<file path="config.mk">
export PLATFORM = sky130hd
export DESIGN_NAME = irc_line_tokenizer_core
export DESIGN_NICKNAME = d
export VERILOG_FILES = /design/src/rtl/core/itok_pkg.sv /design/src/rtl/core/itok_step.sv /design/src/rtl/core/itok_out_stage.sv /design/src/rtl/core/irc_line_tokenizer_core.sv
export SDC_FILE = /design/constraint.sdc
export NUM_CORES = 1
export LEC_CHECK = 0
export ABC_AREA = 1
export BUFFER_PORTS_ARGS = -buffer_cell sky130_fd_sc_hd__buf_2
export CAP_MARGIN = 10
export CORE_ASPECT_RATIO = 1.1
export CORE_MARGIN = 3
export CORE_UTILIZATION = 58
export DETAILED_ROUTE_END_ITERATION = 12
export PLACE_DENSITY = 0.82
export SLEW_MARGIN = 0
export SYNTH_ARGS = -nofsm -noshare
export SYNTH_HDL_FRONTEND = slang
export SYNTH_SLANG_ARGS = --single-unit
export TNS_END_PERCENT = 30
</file>
<file path="constraint.sdc">
create_clock -name clk -period 2.7 [get_ports clk]
set_input_delay 0.54 -clock clk [delete_from_list [all_inputs] [get_ports clk]]
set_output_delay 0.54 -clock clk [all_outputs]
set_load 0.01 [all_outputs]
</file>
<file path="src/rtl/core/itok_pkg.sv">
// itok_pkg: shared types and constants of the irc line tokenizer
`default_nettype none

package itok_pkg;

  localparam int unsigned LEN_W     = 9;
  localparam int unsigned PCNT_W    = 5;
  localparam int unsigned CFG_IDX_W = 2;
  localparam int unsigned CFG_DAT_W = 9;

  localparam logic [LEN_W-1:0]  MAX_LINE_RST  = 9'd510;
  localparam logic [PCNT_W-1:0] MAX_PARAM_RST = 5'd15;
  localparam logic [LEN_W-1:0]  LEN_SAT       = 9'd511;
  localparam logic [PCNT_W-1:0] PCNT_SAT      = 5'd31;
  localparam logic [PCNT_W-1:0] PIDX_SAT      = 5'd16;

  localparam logic [7:0] CH_COLON = 8'h3A;
  localparam logic [7:0] CH_SPACE = 8'h20;
  localparam logic [7:0] CH_CR    = 8'h0D;
  localparam logic [7:0] CH_NUL   = 8'h00;
  localparam logic [7:0] CH_LC_A  = 8'h61;
  localparam logic [7:0] CH_LC_Z  = 8'h7A;
  localparam logic [7:0] CASE_OFS = 8'h20;

  localparam logic [CFG_IDX_W-1:0] CFG_MAX_LINE   = 2'd0;
  localparam logic [CFG_IDX_W-1:0] CFG_MAX_PARAMS = 2'd1;

  typedef enum logic [3:0] {
    PH_LEAD      = 4'd0,
    PH_PFX_COLON = 4'd1,
    PH_PREFIX    = 4'd2,
    PH_PRE_SP    = 4'd3,
    PH_CMD       = 4'd4,
    PH_CMD_SP    = 4'd5,
    PH_PARAM     = 4'd6,
    PH_PAR_SP    = 4'd7,
    PH_TRL_COLON = 4'd8,
    PH_TRAIL     = 4'd9
  } phase_t;

  typedef enum logic [2:0] {
    K_SEP    = 3'd0,
    K_PREFIX = 3'd1,
    K_CMD    = 3'd2,
    K_PARAM  = 3'd3,
    K_TRAIL  = 3'd4
  } kind_t;

  typedef struct packed {
    phase_t              phase;
    logic [LEN_W-1:0]    byte_count;
    logic [PCNT_W-1:0]   param_count;
    logic                bad_seen;
  } line_state_t;

  typedef struct packed {
    kind_t               kind;
    logic [7:0]          data;
    logic [PCNT_W-1:0]   pidx;
    logic                start;
    logic                line_end;
    logic                ok;
  } tok_result_t;

endpackage

`default_nettype wire

</file>
<file path="src/rtl/core/itok_step.sv">
// itok_step: per-byte labelling, counters and verdict of one line
`default_nettype none

module itok_step
  import itok_pkg::*;
(
  input  line_state_t          st,
  input  logic [7:0]           line_byte,
  input  logic                 is_last,
  input  logic [LEN_W-1:0]     max_line,
  input  logic [PCNT_W-1:0]    max_params,
  output line_state_t          st_nxt,
  output tok_result_t          res
);

  always_comb begin
    logic [LEN_W:0]    n_bytes;
    logic [PCNT_W:0]   n_par;
    logic [PCNT_W-1:0] pdec;
    logic              sp;
    logic              bump;
    logic              bad;
    phase_t            ph;
    logic [PCNT_W-1:0] pc;
    kind_t             kind;
    logic              start;
    logic              shape;

    sp      = (line_byte == CH_SPACE);
    bump    = 1'b0;
    kind    = K_SEP;
    start   = 1'b0;
    ph      = st.phase;
    n_bytes = {1'b0, st.byte_count} + {{LEN_W{1'b0}}, 1'b1};
    bad     = st.bad_seen | (n_bytes > {1'b0, max_line}) | (line_byte == CH_NUL) |
              ((line_byte == CH_CR) & ~is_last);

    if (!((line_byte == CH_CR) && is_last)) begin
      case (st.phase)
        PH_PFX_COLON, PH_PREFIX: begin
          if (sp) begin
            ph = PH_PRE_SP;
          end else begin
            kind  = K_PREFIX;
            start = (st.phase == PH_PFX_COLON);
            ph    = PH_PREFIX;
          end
        end
        PH_PRE_SP: begin
          if (!sp) begin
            kind  = K_CMD;
            start = 1'b1;
            ph    = PH_CMD;
          end
        end
        PH_CMD: begin
          if (sp) ph = PH_CMD_SP;
          else    kind = K_CMD;
        end
        PH_CMD_SP, PH_PAR_SP: begin
          if (!sp) begin
            bump = 1'b1;
            if (line_byte == CH_COLON) begin
              ph = PH_TRL_COLON;
            end else begin
              kind  = K_PARAM;
              start = 1'b1;
              ph    = PH_PARAM;
            end
          end
        end
        PH_PARAM: begin
          if (sp) ph = PH_PAR_SP;
          else    kind = K_PARAM;
        end
        PH_TRL_COLON: begin
          kind  = K_TRAIL;
          start = 1'b1;
          ph    = PH_TRAIL;
        end
        PH_TRAIL: begin
          kind = K_TRAIL;
        end
        default: begin
          // leading spaces, also any unused phase code
          if (sp) begin
            ph = PH_LEAD;
          end else if (line_byte == CH_COLON) begin
            ph = PH_PFX_COLON;
          end else begin
            kind  = K_CMD;
            start = 1'b1;
            ph    = PH_CMD;
          end
        end
      endcase
    end

    // parameter counter, saturating
    n_par = {1'b0, st.param_count} + {{PCNT_W{1'b0}}, 1'b1};
    pc    = st.param_count;
    if (bump) begin
      if (n_par > {1'b0, max_params}) bad = 1'b1;
      pc = n_par[PCNT_W] ? PCNT_SAT : n_par[PCNT_W-1:0];
    end

    res.kind = kind;
    res.data = line_byte;
    if ((kind == K_CMD) && (line_byte >= CH_LC_A) && (line_byte <= CH_LC_Z))
      res.data = line_byte - CASE_OFS;

    pdec     = pc - {{(PCNT_W-1){1'b0}}, 1'b1};
    res.pidx = '0;
    if (((kind == K_PARAM) || (kind == K_TRAIL)) && (pc != '0))
      res.pidx = (pdec > PIDX_SAT) ? PIDX_SAT : pdec;

    res.start    = start;
    res.line_end = is_last;
    shape        = (ph >= PH_CMD) && (ph <= PH_TRAIL);
    res.ok       = is_last & shape & ~bad;

    if (is_last) begin
      st_nxt.phase       = PH_LEAD;
      st_nxt.byte_count  = '0;
      st_nxt.param_count = '0;
      st_nxt.bad_seen    = 1'b0;
    end else begin
      st_nxt.phase       = ph;
      st_nxt.byte_count  = n_bytes[LEN_W] ? LEN_SAT : n_bytes[LEN_W-1:0];
      st_nxt.param_count = pc;
      st_nxt.bad_seen    = bad;
    end
  end

endmodule

`default_nettype wire

</file>
<file path="src/rtl/core/itok_out_stage.sv">
// itok_out_stage: result register with valid/stall toward the sink
`default_nettype none

module itok_out_stage
  import itok_pkg::*;
(
  input  logic        clk,
  input  logic        rst_n,
  input  logic        load,
  input  tok_result_t res_in,
  input  logic        out_stall,
  output logic        free,
  output logic        out_valid,
  output tok_result_t res_out
);

  logic        valid_r;
  tok_result_t res_r;

  // free when empty or the held result leaves this cycle
  assign free      = ~valid_r | ~out_stall;
  assign out_valid = valid_r;
  assign res_out   = res_r;

  always_ff @(posedge clk) begin
    if (!rst_n) begin
      valid_r <= 1'b0;
    end else if (free) begin
      valid_r <= load;
    end
  end

  always_ff @(posedge clk) begin
    if (free && load) begin
      res_r <= res_in;
    end
  end

endmodule

`default_nettype wire

</file>
<file path="src/rtl/core/irc_line_tokenizer_core.sv">
// irc_line_tokenizer_core: top level of the byte-wise irc line tokenizer
//
//  channel | direction | handshake           | payload
//  --------+-----------+---------------------+--------------------------------------
//  in_     | sink      | in_valid/in_stall   | in_line_byte, in_is_last
//  out_    | source    | out_valid/out_stall | out_field_kind, out_out_byte,
//          |           |                     | out_param_index, out_field_start,
//          |           |                     | out_line_end, out_line_ok
//  cfg_    | sink      | cfg_valid/cfg_ready | cfg_index, cfg_data
//
//  one transaction per cycle sustained while out_stall is low; a byte passes
//  through the input register, then the result register, on its way to the output
//  the per-line parse state is updated when a byte moves from the input
//  register into the result register, so each byte sees the state its
//  predecessor left
//  synchronous active-low reset empties both stages, clears the line state
//  and loads the limit registers with 510 bytes and 15 parameters
//  out_stall holds the result register; in_stall rises only when the input
//  register is full and the result register cannot take it
`default_nettype none

module irc_line_tokenizer_core
  import itok_pkg::*;
(
  input  logic                  clk,
  input  logic                  rst_n,
  // input byte channel
  input  logic                  in_valid,
  output logic                  in_stall,
  input  logic [7:0]            in_line_byte,
  input  logic                  in_is_last,
  // result channel
  output logic                  out_valid,
  input  logic                  out_stall,
  output logic [2:0]            out_field_kind,
  output logic [7:0]            out_out_byte,
  output logic [PCNT_W-1:0]     out_param_index,
  output logic                  out_field_start,
  output logic                  out_line_end,
  output logic                  out_line_ok,
  // configuration write channel
  input  logic                  cfg_valid,
  output logic                  cfg_ready,
  input  logic [CFG_IDX_W-1:0]  cfg_index,
  input  logic [CFG_DAT_W-1:0]  cfg_data
);

  // limit registers
  logic [LEN_W-1:0]  max_line_r;
  logic [PCNT_W-1:0] max_params_r;

  // input register
  logic              in_valid_r;
  logic [7:0]        in_byte_r;
  logic              in_last_r;

  // per-line parse state
  line_state_t       state_r;
  line_state_t       state_nxt;

  tok_result_t       step_res;
  tok_result_t       out_res;
  logic              out_free;
  logic              advance;
  logic              in_accept;

  // config writes are always taken; a write to an unused index is dropped
  assign cfg_ready = 1'b1;

  always_ff @(posedge clk) begin
    if (!rst_n) begin
      max_line_r   <= MAX_LINE_RST;
      max_params_r <= MAX_PARAM_RST;
    end else if (cfg_valid && cfg_ready) begin
      if (cfg_index == CFG_MAX_LINE)   max_line_r   <= cfg_data[LEN_W-1:0];
      if (cfg_index == CFG_MAX_PARAMS) max_params_r <= cfg_data[PCNT_W-1:0];
    end
  end

  // the input register hands its byte on whenever the result register is free
  assign advance   = in_valid_r & out_free;
  assign in_stall  = in_valid_r & ~out_free;
  assign in_accept = in_valid & ~in_stall;

  always_ff @(posedge clk) begin
    if (!rst_n) begin
      in_valid_r <= 1'b0;
    end else if (in_accept) begin
      in_valid_r <= 1'b1;
    end else if (advance) begin
      in_valid_r <= 1'b0;
    end
  end

  always_ff @(posedge clk) begin
    if (in_accept) begin
      in_byte_r <= in_line_byte;
      in_last_r <= in_is_last;
    end
  end

  itok_step u_step (
    .st         (state_r),
    .line_byte  (in_byte_r),
    .is_last    (in_last_r),
    .max_line   (max_line_r),
    .max_params (max_params_r),
    .st_nxt     (state_nxt),
    .res        (step_res)
  );

  // line state commits only together with the byte that produced it
  always_ff @(posedge clk) begin
    if (!rst_n) begin
      state_r.phase       <= PH_LEAD;
      state_r.byte_count  <= '0;
      state_r.param_count <= '0;
      state_r.bad_seen    <= 1'b0;
    end else if (advance) begin
      state_r <= state_nxt;
    end
  end

  itok_out_stage u_out (
    .clk       (clk),
    .rst_n     (rst_n),
    .load      (in_valid_r),
    .res_in    (step_res),
    .out_stall (out_stall),
    .free      (out_free),
    .out_valid (out_valid),
    .res_out   (out_res)
  );

  assign out_field_kind  = out_res.kind;
  assign out_out_byte    = out_res.data;
  assign out_param_index = out_res.pidx;
  assign out_field_start = out_res.start;
  assign out_line_end    = out_res.line_end;
  assign out_line_ok     = out_res.ok;

`ifndef SYNTHESIS
  // a verdict only ever accompanies the last byte of a line
  a_ok_only_at_end: assert property (@(posedge clk) disable iff (!rst_n)
    out_valid && !out_line_end |-> !out_line_ok)
    else $error("line_ok set on a byte that is not last");

  // only parameter and trailing bytes carry an index
  a_pidx_kinds: assert property (@(posedge clk) disable iff (!rst_n)
    out_valid && (out_field_kind == K_SEP || out_field_kind == K_PREFIX ||
                  out_field_kind == K_CMD) |-> out_param_index == '0)
    else $error("param_index set outside parameter or trailing");

  // the line state starts over after the last byte moves on
  a_line_clear: assert property (@(posedge clk) disable iff (!rst_n)
    advance && in_last_r |=> state_r.byte_count == '0 &&
                             state_r.param_count == '0 && !state_r.bad_seen)
    else $error("line state not cleared after last byte");

  // the input side stalls only while a byte is held and cannot move on
  a_stall_cause: assert property (@(posedge clk) disable iff (!rst_n)
    in_stall |-> in_valid_r && out_valid && out_stall)
    else $error("input stalled without a blocked result");

  // a stalled result register keeps its transaction
  a_out_hold: assert property (@(posedge clk) disable iff (!rst_n)
    out_valid && out_stall |=> out_valid && $stable(out_res))
    else $error("stalled result changed");
`endif

endmodule

`default_nettype wire

</file>
Word-level counts from Yosys, hierarchy flattened

Index checks and enable logic that the tools add are counted.

Div/mod/pow operators: 0
$mul: 0
Bitwise logic cells: 17
Multiplexer cells: 36
Reduce and logical (&&, ||, !) cells: 19
$lt $le $gt $ge: 7
Shifts and indexed selects: 0
Add/sub/neg operators: 4
Eq/ne operators: 16

Operator list:

| operator             | count |
|---|---|
| $mux 4               | 7 |
| $pmux 4 s7           | 1 |
| $mux 19              | 1 |
| $eq 4x3->1 const B   | 4 |
| $eq 8x6->1 const B   | 2 |
| $mux 5               | 3 |
| $pmux 3 s5           | 1 |
| $mux 1               | 12 |
| $mux 3               | 4 |
| $add 9x1->10 const B | 1 |
| $gt 10x9->1          | 1 |
| $reduce_or 2->1      | 5 |
| $mux 9               | 1 |
| $eq 4x2->1 const B   | 2 |
| $eq 4x4->1 const B   | 2 |
| $eq 8x4->1 const B   | 1 |
| $ge 8x7->1 const B   | 1 |
| $le 8x7->1 const B   | 1 |
| $logic_not 8->1      | 1 |
| $mux 2               | 4 |
| $mux 8               | 1 |
| $sub 8x6->8 const B  | 1 |
| $not 1->1            | 7 |
| $add 5x1->6 const B  | 1 |
| 19 further kinds     | 34 |

Memory bits (read-only): 0
Latch bits: 0
Memories: 0
Memory bits (writable): 0
Bits of input ports: 25
Register bits after elaboration: 63

Logic depth before layout (Yosys ltp)

Gate-level depths: netlist of run 1.

Depth after elaboration: 10
Mapped depth: 18
Depth with buffers taken out: 18

Modules after synthesis

From an unflattened synthesis of run 1, not the netlist that was laid out.

Cells, all modules: 514
Area, all modules: 3910.0 sq um

By module, submodules not included:

| module                  | area an instance (sq um) | times used | sequential area each (sq um) | cells an instance |
|---|---|---|---|---|
| itok_step               | 1735.4                   | 1          | 0.0                          | 320 |
| irc_line_tokenizer_core | 1556.5                   | 1          | 950.9                        | 169 |
| itok_out_stage          | 618.1                    | 1          | 590.6                        | 25 |

Worst setup path after synthesis of run 1

OpenSTA, ideal clock, no wires.

Path kind: input-to-reg
Start point: input out_stall
End point: register state_r[13] in the netlist's numbering
Setup time: 0.070 ns
Cell stages on the path: 8
Data required time: 2.630 ns
Path slack: 0.216 ns
Path buffers: 1
Arrival time: 2.414 ns
Path through: nand2_1 > inv_1 > nor2_1 > inv_1 > nor2_1 > buf_2 > o21ai_0 > a21oi_1

Longest elaborated chain between the ends: 3

RTL lines:

| what                   | RTL line                       | source |
|---|---|---|
| start: declaration     | irc_line_tokenizer_core.sv:34  | `input logic out_stall,` |
| $not 1->1              | itok_out_stage.sv:21           | `assign free = ~valid_r \| ~out_stall;` |
| $or 1x1->1             | itok_out_stage.sv:21           |  |
| $and 1x1->1            | irc_line_tokenizer_core.sv:81  | `assign advance = in_valid_r & out_free;` |
| via advance            | irc_line_tokenizer_core.sv:64  | `logic advance;` |
| end signal: assignment | irc_line_tokenizer_core.sv:120 | `state_r <= state_nxt;` |
| end: declaration       | irc_line_tokenizer_core.sv:58  | `line_state_t state_r;` |

The timed path passes the listed nets, and every way through them passes these cells.
A chain may end at the register's enable or synchronous reset.

==> results of run 1 <==
[path summary, 6_finish.rpt]
| kind | from | end | depth (start not counted) |
|---|---|---|---|
| max reg2reg | state_r[6] | u_out.res_out[0] | 18 |
| min reg2reg | state_r[0] | state_r[0] | 2 |
| min | in_line_byte[7] | in_byte_r[7] | 1 |
| max | state_r[6] | u_out.res_out[0] | 18 |
[state kept, by name, indices dropped and copies added, names as in the netlist]
register / count
u_out.res_out: 19
in_valid_r: 1
max_params_r: 5
in_last_r: 1
u_out.out_valid: 1
state_r: 19
in_byte_r: 8
max_line_r: 9
[area by class of cell]
type,instances,share of cell area [%]
Multi-Input combinational cell,317,43.12
Timing Repair Buffer,54,7.136
Sequential cell,63,36.84
Tap cell,77,2.290
Clock buffer,11,3.360
Clock inverter,5,0.5947
Inverter,74,6.661
[worst max-delay path: stages, from the launching register on]
cell and delay, ns:
dfxtp_4 0.39, ha_4 0.15, nand2_4 0.06, nor2_4 0.12, inv_1 0.06, nor3_2 0.23
xor2_1 0.26, ha_1 0.27, inv_1 0.09, nor2_2 0.04, nand4_1 0.13, nor2_1 0.07
nor2_2 0.09, nand3_1 0.09, nand2_1 0.10, nand2_1 0.05, nor2b_1 0.11, nand3_1 0.08
nor2_1 0.12
[routing by layer]
layer,vias up,routed length (um),GRT usage (%)
met1,1426,3239,25.87
li1,1626,-,-
met4,0,216,11.52
met5,-,0,0
met2,105,4129,39.28
met3,17,345,3.666
[cells by family after synthesis]
family,after synthesis
other cells,1
xor+xnor,8
simple gates,218
fa+ha+maj,21
buf+inv,83
flops,63
compound gates,69
[through the flow]
| step | setup TNS, ns | hold slack [ns] | setup WS [ns] | instance area, um^2 | util (%) |
|---|---|---|---|---|---|
| 2_1_floorplan | 0 | 0.4347 | 0.2159 | 3578 | - |
| 3_3_place_gp | 0 | 0.4558 | 0.2517 | 3887 | 66.13 |
| 3_5_place_dp | 0 | 0.4643 | 0.1126 | 3887 | 66.13 |
| 4_1_cts | 0 | 0.3638 | 0.1004 | 4054 | 68.97 |
| 5_1_grt | -0.2100 | 0.3609 | -0.2023 | 4208 | 71.58 |
| 6_report | 0 | 0.3700 | 0.06842 | 4208 | 71.58 |
[power groups by stage]
stage          sequential (mW)  combinational (mW)  clock [mW]
2_1_floorplan             1.08              0.0934           0
3_3_place_gp              1.07               0.151           0
3_5_place_dp              1.08               0.157           0
4_1_cts                   1.05               0.158       0.714
5_1_grt                   1.06               0.187       0.760
6_report                  1.05               0.164       0.714
[cells in the final DEF (no fill, tap or decap), types with 6 or more instances in the layout]
cell / instances
nand2_1: 110
inv_1: 66
buf_2: 45
nor2_1: 32
dfxtp_1: 32
a21oi_1: 29
nand3_1: 29
edfxtp_1: 28
ha_1: 20
o211ai_1: 15
o21ai_0: 13
nand4_1: 11
clkbuf_8: 10
nand2_2: 9
buf_4: 7
inv_2: 6
[what timing repair did]
action                                  4_1_cts  5_1_grt
endpoints found under the setup margin        0        6
resized for setup                             0       34
setup buffers                                 0        5
==> impl_results.md, run 1 <==
- FF+latch count, synth: 63
- Synth cell count leaders: nand2_1 (116), inv_1 (68), nor2_1 (37), dfxtp_1 (35)
- Sequential share of power: 54.6%
- Unrepaired setup endpoints after global routing: true
- Vias per cell: 5.281
- CTS tree: done
- Clock latency on the worst-skew pair: 0.34 ns
- Total Power: between 1.5 and 2 mW
- Register area: 0.001550 mm^2
- Initial antenna violation count: 0
- Startpoint type of the worst setup path: register
- Area share of the largest cell type after synthesis: 23.50%
- Max-slew violation count: 0
- Hold Crit Class: in -> reg
- Mapped Cells: approximately 460
- Post-synth EDFFs: 28
- Internal power: between 1 and 1.5 mW
- Crit Path Class: reg -> reg
- Initial DRC Count: about 250
- Synthesized net count: 509
- Post-synthesis adder-cell area fraction: 7.343%
- Least-Margin Pin Slew: 0.6710 ns
- Crit share post-route: a little over nine tenths
- GRT Overall Usage: about 22%
- Cts bufs inserted: 9
- Max-Slew Margin vs Limit: a little under three fifths
- Crit end category: register
- Maximum clock rate: 0.3800 GHz
- Layout cells sized above 1: a little over a fifth
- Most frequent cell after synthesis: nand2_1
- Core ar.: 0.005878 mm^2
- Post-route non-filler standard cell count: 601
- Share of the yosys chip area belonging to registers: between 40 and 50%
- Reg2Reg Setup Slack: approximately 0.068 ns
- Peak supply drop: 0.0003545 V
- Final ANT Viol Nets: 0
- Pre-antenna DRT Iters: 7
- Core Rows: 29
- NetSw: around 0.49 mW
- Post-layout min period: 2.632 ns
- Routed WL: just under 8000 um
- Static Leakage: 2.066 nW
- Largest family of logic cells by synthesized area: simple AND/OR/NAND/NOR gates
- Worst-path clk slew: 0.07 ns
- First-pass GRT wire length: between 10000 and 15000 um
- Final net count: 565
- Die X: between 80 and 90 um
- Critical Path RT: 2.90 ns
- Clk pwr share: 36.9%
- Final HPWL DP: 5494 um
- Ys flop type: dfxtp_1
- DRC violations left: 0
- Via count: 3174
- I/O pin cnt: 47
- Post-synthesis area per instance: 7.729 um^2
- Vias in the first global route: around 2900
- Worst-path fanout max: 5
- Status: complete, no violations
- Arrival time worst endpoint: 2.83 ns
- Cell Pwr Density: between 400 and 500 mW/mm^2
- Die Area: 0.007149 mm^2
- Skew final: 0.01071 ns
- Global placer's final weighted congestion: 0.9446
- Area grow syn2layout: 17.59%
- Async set-reset flop share out of synthesis: 0%
- Die Span Y: just under 90 um
- Netlist Area Pre-Place: 0.003578 mm^2
- Global route total overflow: 0
- Placed insts: a little under 600
- Routed length per instance: 13.19 um
- Synth warn: 0
- H-tree levels: 3
- Max-cap check violation count: 0
- Ranking of synthesized cells by area: edfxtp_1 (23%), dfxtp_1 (20%), nand2_1 (12%)
- Unique masters post-synth: 36
- XOR/XNOR Fraction of Synth Area: 1.958%
- Synth Area in Compound Gates: between 10 and 15%
- Pin count of the biggest net entering global routing: 22
- Fillers: 459
- Simple-gate share of the synthesized area: 27.41%
- Clk root buf: clkbuf_8
- CTS sink cnt: 63
- Comb power frac: 8.5%
- Quantity of hold-fixing buffers added after cts: 0
- Multi-input gate area: 0.001814 mm^2
- Endpoints failing hold: 0
- Post-synthesis mux area share: 0%
- Starting density of the core: between 60% and 70%
- ANT cells: 0
- CTS max path bufs: 2
- Synth area leader: edfxtp_1
- Port-buffer cells: between 40 and 50
- Sw frac: 25.31%
- Final setup viols: 0
(Power assumes the default switching activity.)
==> run 2: changes to the inputs <==
- CORE_UTILIZATION: 58 -> 52
- PLACE_DENSITY: 0.82 -> 0.78
- clock period: 2.7 -> 2.1 ns (I/O delays scaled with it)
==> run 2 against run 1 <==
Effect of this change:
- the run now ends with setup timing left
- clock-buffer cell count shrank 1
- cell area is 8.9% higher
- register-to-register slack worse by 0.44 ns
- critical endpoint unchanged
==> impl_results.md, run 2 (synthesized netlist as in run 1, its figures left out) <==
- Via count: ~3400
- NetSw: 0.6578 mW
- Sw frac: 24.83%
- Startpoint type of the worst setup path: register
- Initial DRC Count: 181
- Skew final: 0.01265 ns
- Top delay family on crit path: simple AND/OR/NAND/NOR gates
- Worst Path Buf+Inv: 2
- Die X: about 85 um
- CTS tree: done
- Hold Crit Class: in -> reg
- Pin count of the biggest net entering global routing: 22
- Static Leakage: about 2.3 nW
- M1 WL: ~3500 um
- Port-buffer cells: 45
- Max-Slew Margin vs Limit: 53.85%
- Final HPWL DP: 6077 um
- Placed insts: 623
- Max-slew violation count: 0
- Global placer's final weighted congestion: 0.9319
- Endpoints failing hold: 0
- Worst-path fanout max: 3
- Global route total overflow: 0
- Clk root buf: clkbuf_8
- Worst-path cell chain: ha_4 -> nand2_4 -> nor2_4 -> inv_2 -> nor3_4 -> xor2_2 -> ha_1 -> inv_2 -> nor2_2 -> nand4_1 -> nor2_2 -> nand3_1 -> nand3_1 -> nand2_1 -> nand2_1 -> nor2b_1 -> nand3_1 -> nor2_1
- Final setup viols: 7
- Cts bufs inserted: 9
- Core Rows: 31
- DR WL met2: ~4600 um
- Highest Signal Layer: met4
- Status: finished with violations
- ANT cells: 0
- Area grow syn2layout: 28.04%
- Failing checks: setup timing
- Top cell by count, worst path: nand3_1
- Sequential share of power: 50.9%
- Maximum clock rate: 0.4045 GHz
- H-tree levels: 3
- Die Span Y: 93.01 um
- Worst Setup Slack, final: -0.3720 ns
- Crit share post-route: 117.7%
- Post-route non-filler standard cell count: 650
- Unrepaired setup endpoints after global routing: true
- Multi-input gate area: 0.001829 mm^2
- I/O pin cnt: 47
- CTS max path bufs: 2
- Vias in the first global route: 3168
- Commonest non-fill, non-tap cell in the layout: nand2_1
- Vias per cell: between 5 and 6
- Register area: around 0.0016 mm^2
- Worst-path clk slew: 0.07 ns
- Critical Path RT: 2.20 ns
- First-pass GRT wire length: 13900 um
- Starting density of the core: between 50% and 60%
- Layout cells sized above 1: 29.23%
- Final net count: 609
- Total placed instance area: roughly 0.0042 mm^2
- Routed length per instance: 13.52 um
- Comb power frac: under 10%
- Crit end category: register
- Core ar.: 0.006633 mm^2
- Post-layout min period: ~2.5 ns
- Pre-antenna DRT Iters: 4
- Arrival time worst endpoint: ~2.6 ns
- Least-Margin Pin Slew: 0.6914 ns
- Routed WL: 8786 um
- Fillers: around 530
- GRT Overall Usage: 21.86%
- DRC violations left: 0
- CP peak stage delay: 0.37 ns
- Met3 wire len: 358 um
- Critical path's slowest cell: dfxtp_4
- CTS sink cnt: 63
- Commonest non-fill, non-tap cells in the layout: nand2_1 (111), inv_1 (65), buf_4 (53), buf_2 (45)
- Cell Pwr Density: 578.3 mW/mm^2
- Clock latency on the worst-skew pair: 0.35 ns
- Crit Path Class: reg -> reg
- Cell area after layout: 0.004582 mm^2
- Clk pwr share: 40.2%
- Peak supply drop: between 0.0004 and 0.0005 V
- Final ANT Viol Nets: 0
- Quantity of hold-fixing buffers added after cts: 0
- Initial antenna violation count: 0
- Die Area: 0.007914 mm^2
- Internal power: 1.992 mW
- Max-cap check violation count: 0
run 2: cell count changes in the layout (fill, tap and decap cells not counted), moves of 3 or more:
cell,delta
buf_4,+46
clkinv_1,-3
dfxtp_2,+3
nor2_2,+3
run 2: through the flow:
step	total power [mW]	setup WS [ns]	hold slack, ns	setup TNS (ns)	utilization (%)
floorplan	1.507	-0.1097	0.4347	-0.2767	-
detailed placement	1.602	-0.3722	0.4563	-1.119	63.14
global route	2.752	-0.5478	0.2306	-2.433	69.08
finish	2.650	-0.3720	0.2439	-1.101	69.08
CTS	2.651	-0.3412	0.2373	-0.8331	68.10
global placement	1.590	-0.2140	0.4578	-0.7103	63.14
run 2: worst paths after layout:
kind | startpoint | end | slack [ns] | cells after the start
setup / recovery | state_r[7] | u_out.res_out[0] | -0.37 | 18
setup reg to reg | state_r[7] | u_out.res_out[0] | -0.37 | 18
hold reg to reg | state_r[17] | state_r[17] | 0.48 | 2
hold / removal | in_line_byte[6] | in_byte_r[6] | 0.24 | 1
run 2: layout make-up:
type | instances | share of cell area, %
multi-input cells | 317 | 39.92
flip-flops and latches | 63 | 33.83
repair buffers | 98 | 13.60
inverters | 74 | 6.090
clock buffers | 10 | 3.004
well taps | 82 | 2.239
clock inverters | 6 | 1.311
run 2: power groups by stage:
stage | Clock, mW | Sequential [mW] | Combinational (mW)
after floorplan | 0 | 1.39 | 0.121
after global placement | 0 | 1.38 | 0.215
after detailed placement | 0 | 1.38 | 0.225
after CTS | 1.07 | 1.35 | 0.232
after global routing | 1.14 | 1.35 | 0.260
final | 1.07 | 1.35 | 0.235
run 2: routing by layer:
metal	vias up	track usage, %
met3	30	3.877
li1	1726	-
met1	1559	24.54
met2	86	39.25
met5	-	0
met4	0	11.21
run 2: what timing repair did:
action / CTS / global route
resized for setup: 21 / 15
endpoints found under the setup margin: 7 / 9
buffers inserted: 9 / 2
pin swaps: 14 / 6
endpoints found under the hold margin: 0 / 0
==> run 3: changes to the inputs <==
- CORE_MARGIN: 3 -> unset
==> run 3 against run 2 <==
Effect of this change:
- the run still ends with setup timing left
- clock power decreased by 6%
- register-to-register slack improved by 0.05 ns
- cell area increased by 2.2%
- worst setup slack improved by 0.052 ns
- critical path type unchanged
- first-iteration DRC count increased by 19%
- combinational power increased by 8%
- critical path depth unchanged
- routed wire length decreased by 4.3%
- highest routed layer unchanged
==> impl_results.md, run 3 (synthesized netlist as in run 1, its figures left out) <==
- Grt peak-use layer: met2
- Vias per cell: roughly 5
- Post-layout min period: 2.420 ns
- Static Leakage: 2.327 nW
- Die Span Y: between 80 and 90 um
- Total Power: 2.613 mW
- Worst Setup Slack, final: -0.3204 ns
- Starting density of the core: 53.95%
- Routing usage on met1: 26.82%
- Routed WL: ~8400 um
- Top delay family on crit path: simple AND/OR/NAND/NOR gates
- Initial DRC Count: around 220
- ANT cells: 0
- RR Endpoint: u_out.res_out[0]
- Hold depth: 1
- Status: finished with violations
- Maximum clock rate: 0.4132 GHz
- Hold Crit Endpoint: in_byte_r[4]
- FF-to-FF path depth: 18
- Endpoints failing hold: 0
- Clock latency on the worst-skew pair: ~0.34 ns
- Core Rows: 31
- Clk root buf: clkbuf_8
- Final hold slack: 0.2489 ns
- Hold Crit Class: in -> reg
- Critical path's slowest cell: dfxtp_4
- Startpoint type of the worst setup path: register
- Max-cap check violation count: 0
- Pin count of the biggest net entering global routing: 20
- H-tree levels: 3
- Area grow syn2layout: 30.91%
- Reg2Reg Setup Slack: -0.32 ns
- Final ANT Viol Nets: 0
- Die X: 81.10 um
- Final HPWL DP: 5903 um
- Worst-path clk slew: 0.07 ns
- Global route total overflow: 0
- Worst-path fanout max: 2
- Peak supply drop: 0.0003952 V
- CTS sink cnt: 63
- Routed length per instance: between 10 and 15 um
- CTS max path bufs: 2
- Crit end category: register
- Crit Path Class: reg -> reg
- Core ar.: 0.006633 mm^2
- Met2 global-route usage: between 40 and 50%
- Commonest non-fill, non-tap cells in the layout: nand2_1 (104), inv_1 (64), buf_4 (51), buf_2 (45), dfxtp_1 (33)
- Worst-path cell chain: buf_6 -> inv_4 -> nor3_4 -> inv_1 -> nor2_1 -> xor2_1 -> ha_1 -> nand2_1 -> nor2_2 -> nand4_1 -> nor2_1 -> nand3_1 -> nand3_1 -> nand2_1 -> nand2_1 -> nor2b_1 -> nand3_1 -> nor2_1
- Global placer's final weighted congestion: 0.9625
- Unrepaired setup endpoints after global routing: true
- Dpl ws: -0.3114 ns
- GRT Overall Usage: 24.02%
- Vias in the first global route: 3158
- HP Start: in_line_byte[4]
- Final setup viols: 6
- DRC violations left: 0
- Quantity of hold-fixing buffers added after cts: 0
- Failing checks: setup timing
- Worst Path Buf+Inv: 3
- Die Area: between 0.007 and 0.008 mm^2
- Cts bufs inserted: 9
- Arrival time worst endpoint: ~2.5 ns
- Cell Pwr Density: 557.9 mW/mm^2
- Met3 usage: 5.306%
- Post-Route Utilization: 70.63%
- CTS tree: done
- First-pass GRT wire length: 13280 um
- Crit share post-route: 115.3%
- Max-slew violation count: 0
- R2r startpoint: state_r[6]
- Placed insts: 624
- Layout cells sized above 1: 31.11%
- Via count: 3337
- Final net count: 611
- I/O pin cnt: 47
- Commonest non-fill, non-tap cell in the layout: nand2_1
- Post-route non-filler standard cell count: between 600 and 700
- Pre-antenna DRT Iters: 4
- Initial antenna violation count: 0
- Critical Path RT: 2.20 ns
- Port-buffer cells: 45
- Skew final: 0.006693 ns
- CP peak stage delay: 0.37 ns
## run 3: per-layer routing
metal	share of wire, %	vias to the layer above
li1	-	1726
met1	42	1523
met2	52	71
met3	3.9	17
met4	1.9	0
met5	0	-
## run 3: worst max-delay path by stage
stage / startpoint / to / slack (ns) / cells past startpoint
floorplan: state_r[6] / u_out.res_out[0] / -0.11 / 18
global route: state_r[6] / u_out.res_out[0] / -0.55 / 18
detailed placement: state_r[7] / u_out.res_out[0] / -0.31 / 18
CTS: state_r[7] / u_out.res_out[0] / -0.30 / 18
global placement: state_r[7] / u_out.res_out[0] / -0.21 / 18
finish: state_r[6] / u_out.res_out[0] / -0.32 / 18
## run 3: power breakdown
part / internal, mW / switching [mW] / leakage, nW
sequential: 1.33 / 0.0219 / 0.550
combinational: 0.103 / 0.150 / 1.68
clock: 0.561 / 0.448 / 0.0950
total: 1.99 / 0.620 / 2.33
## run 3: stage by stage
stage | setup TNS, ns | instance area, um^2
after floorplan | -0.2767 | 3587
after global placement | -0.5526 | 4195
after detailed placement | -1.058 | 4195
after CTS | -0.8981 | 4439
after global routing | -1.772 | 4684
final | -0.7176 | 4684
## run 3: worst register-to-register path: cells and delay by family (launching register included)
family                   cells  cell delay (ns)
XOR/XNOR                     1             0.11
adder cells (fa/ha/maj)      1             0.32
buffers and inverters        3             0.21
flip-flops                   1             0.37
AND/OR/NAND/NOR             13             1.16
## run 3: cell type report
type	count	area (um^2)
Fill cell	508	1948
Clock buffer	15	187.7
Timing Repair Buffer	100	653.1
Tap cell	82	102.6
Multi-Input combinational cell	317	1912
Inverter	74	282.8
Sequential cell	63	1546
## run 3: what timing repair did
item                                    CTS  global route
setup buffers                             3             9
resized for setup                        10            49
endpoints found under the setup margin    7            10
pin swaps                                 9            27
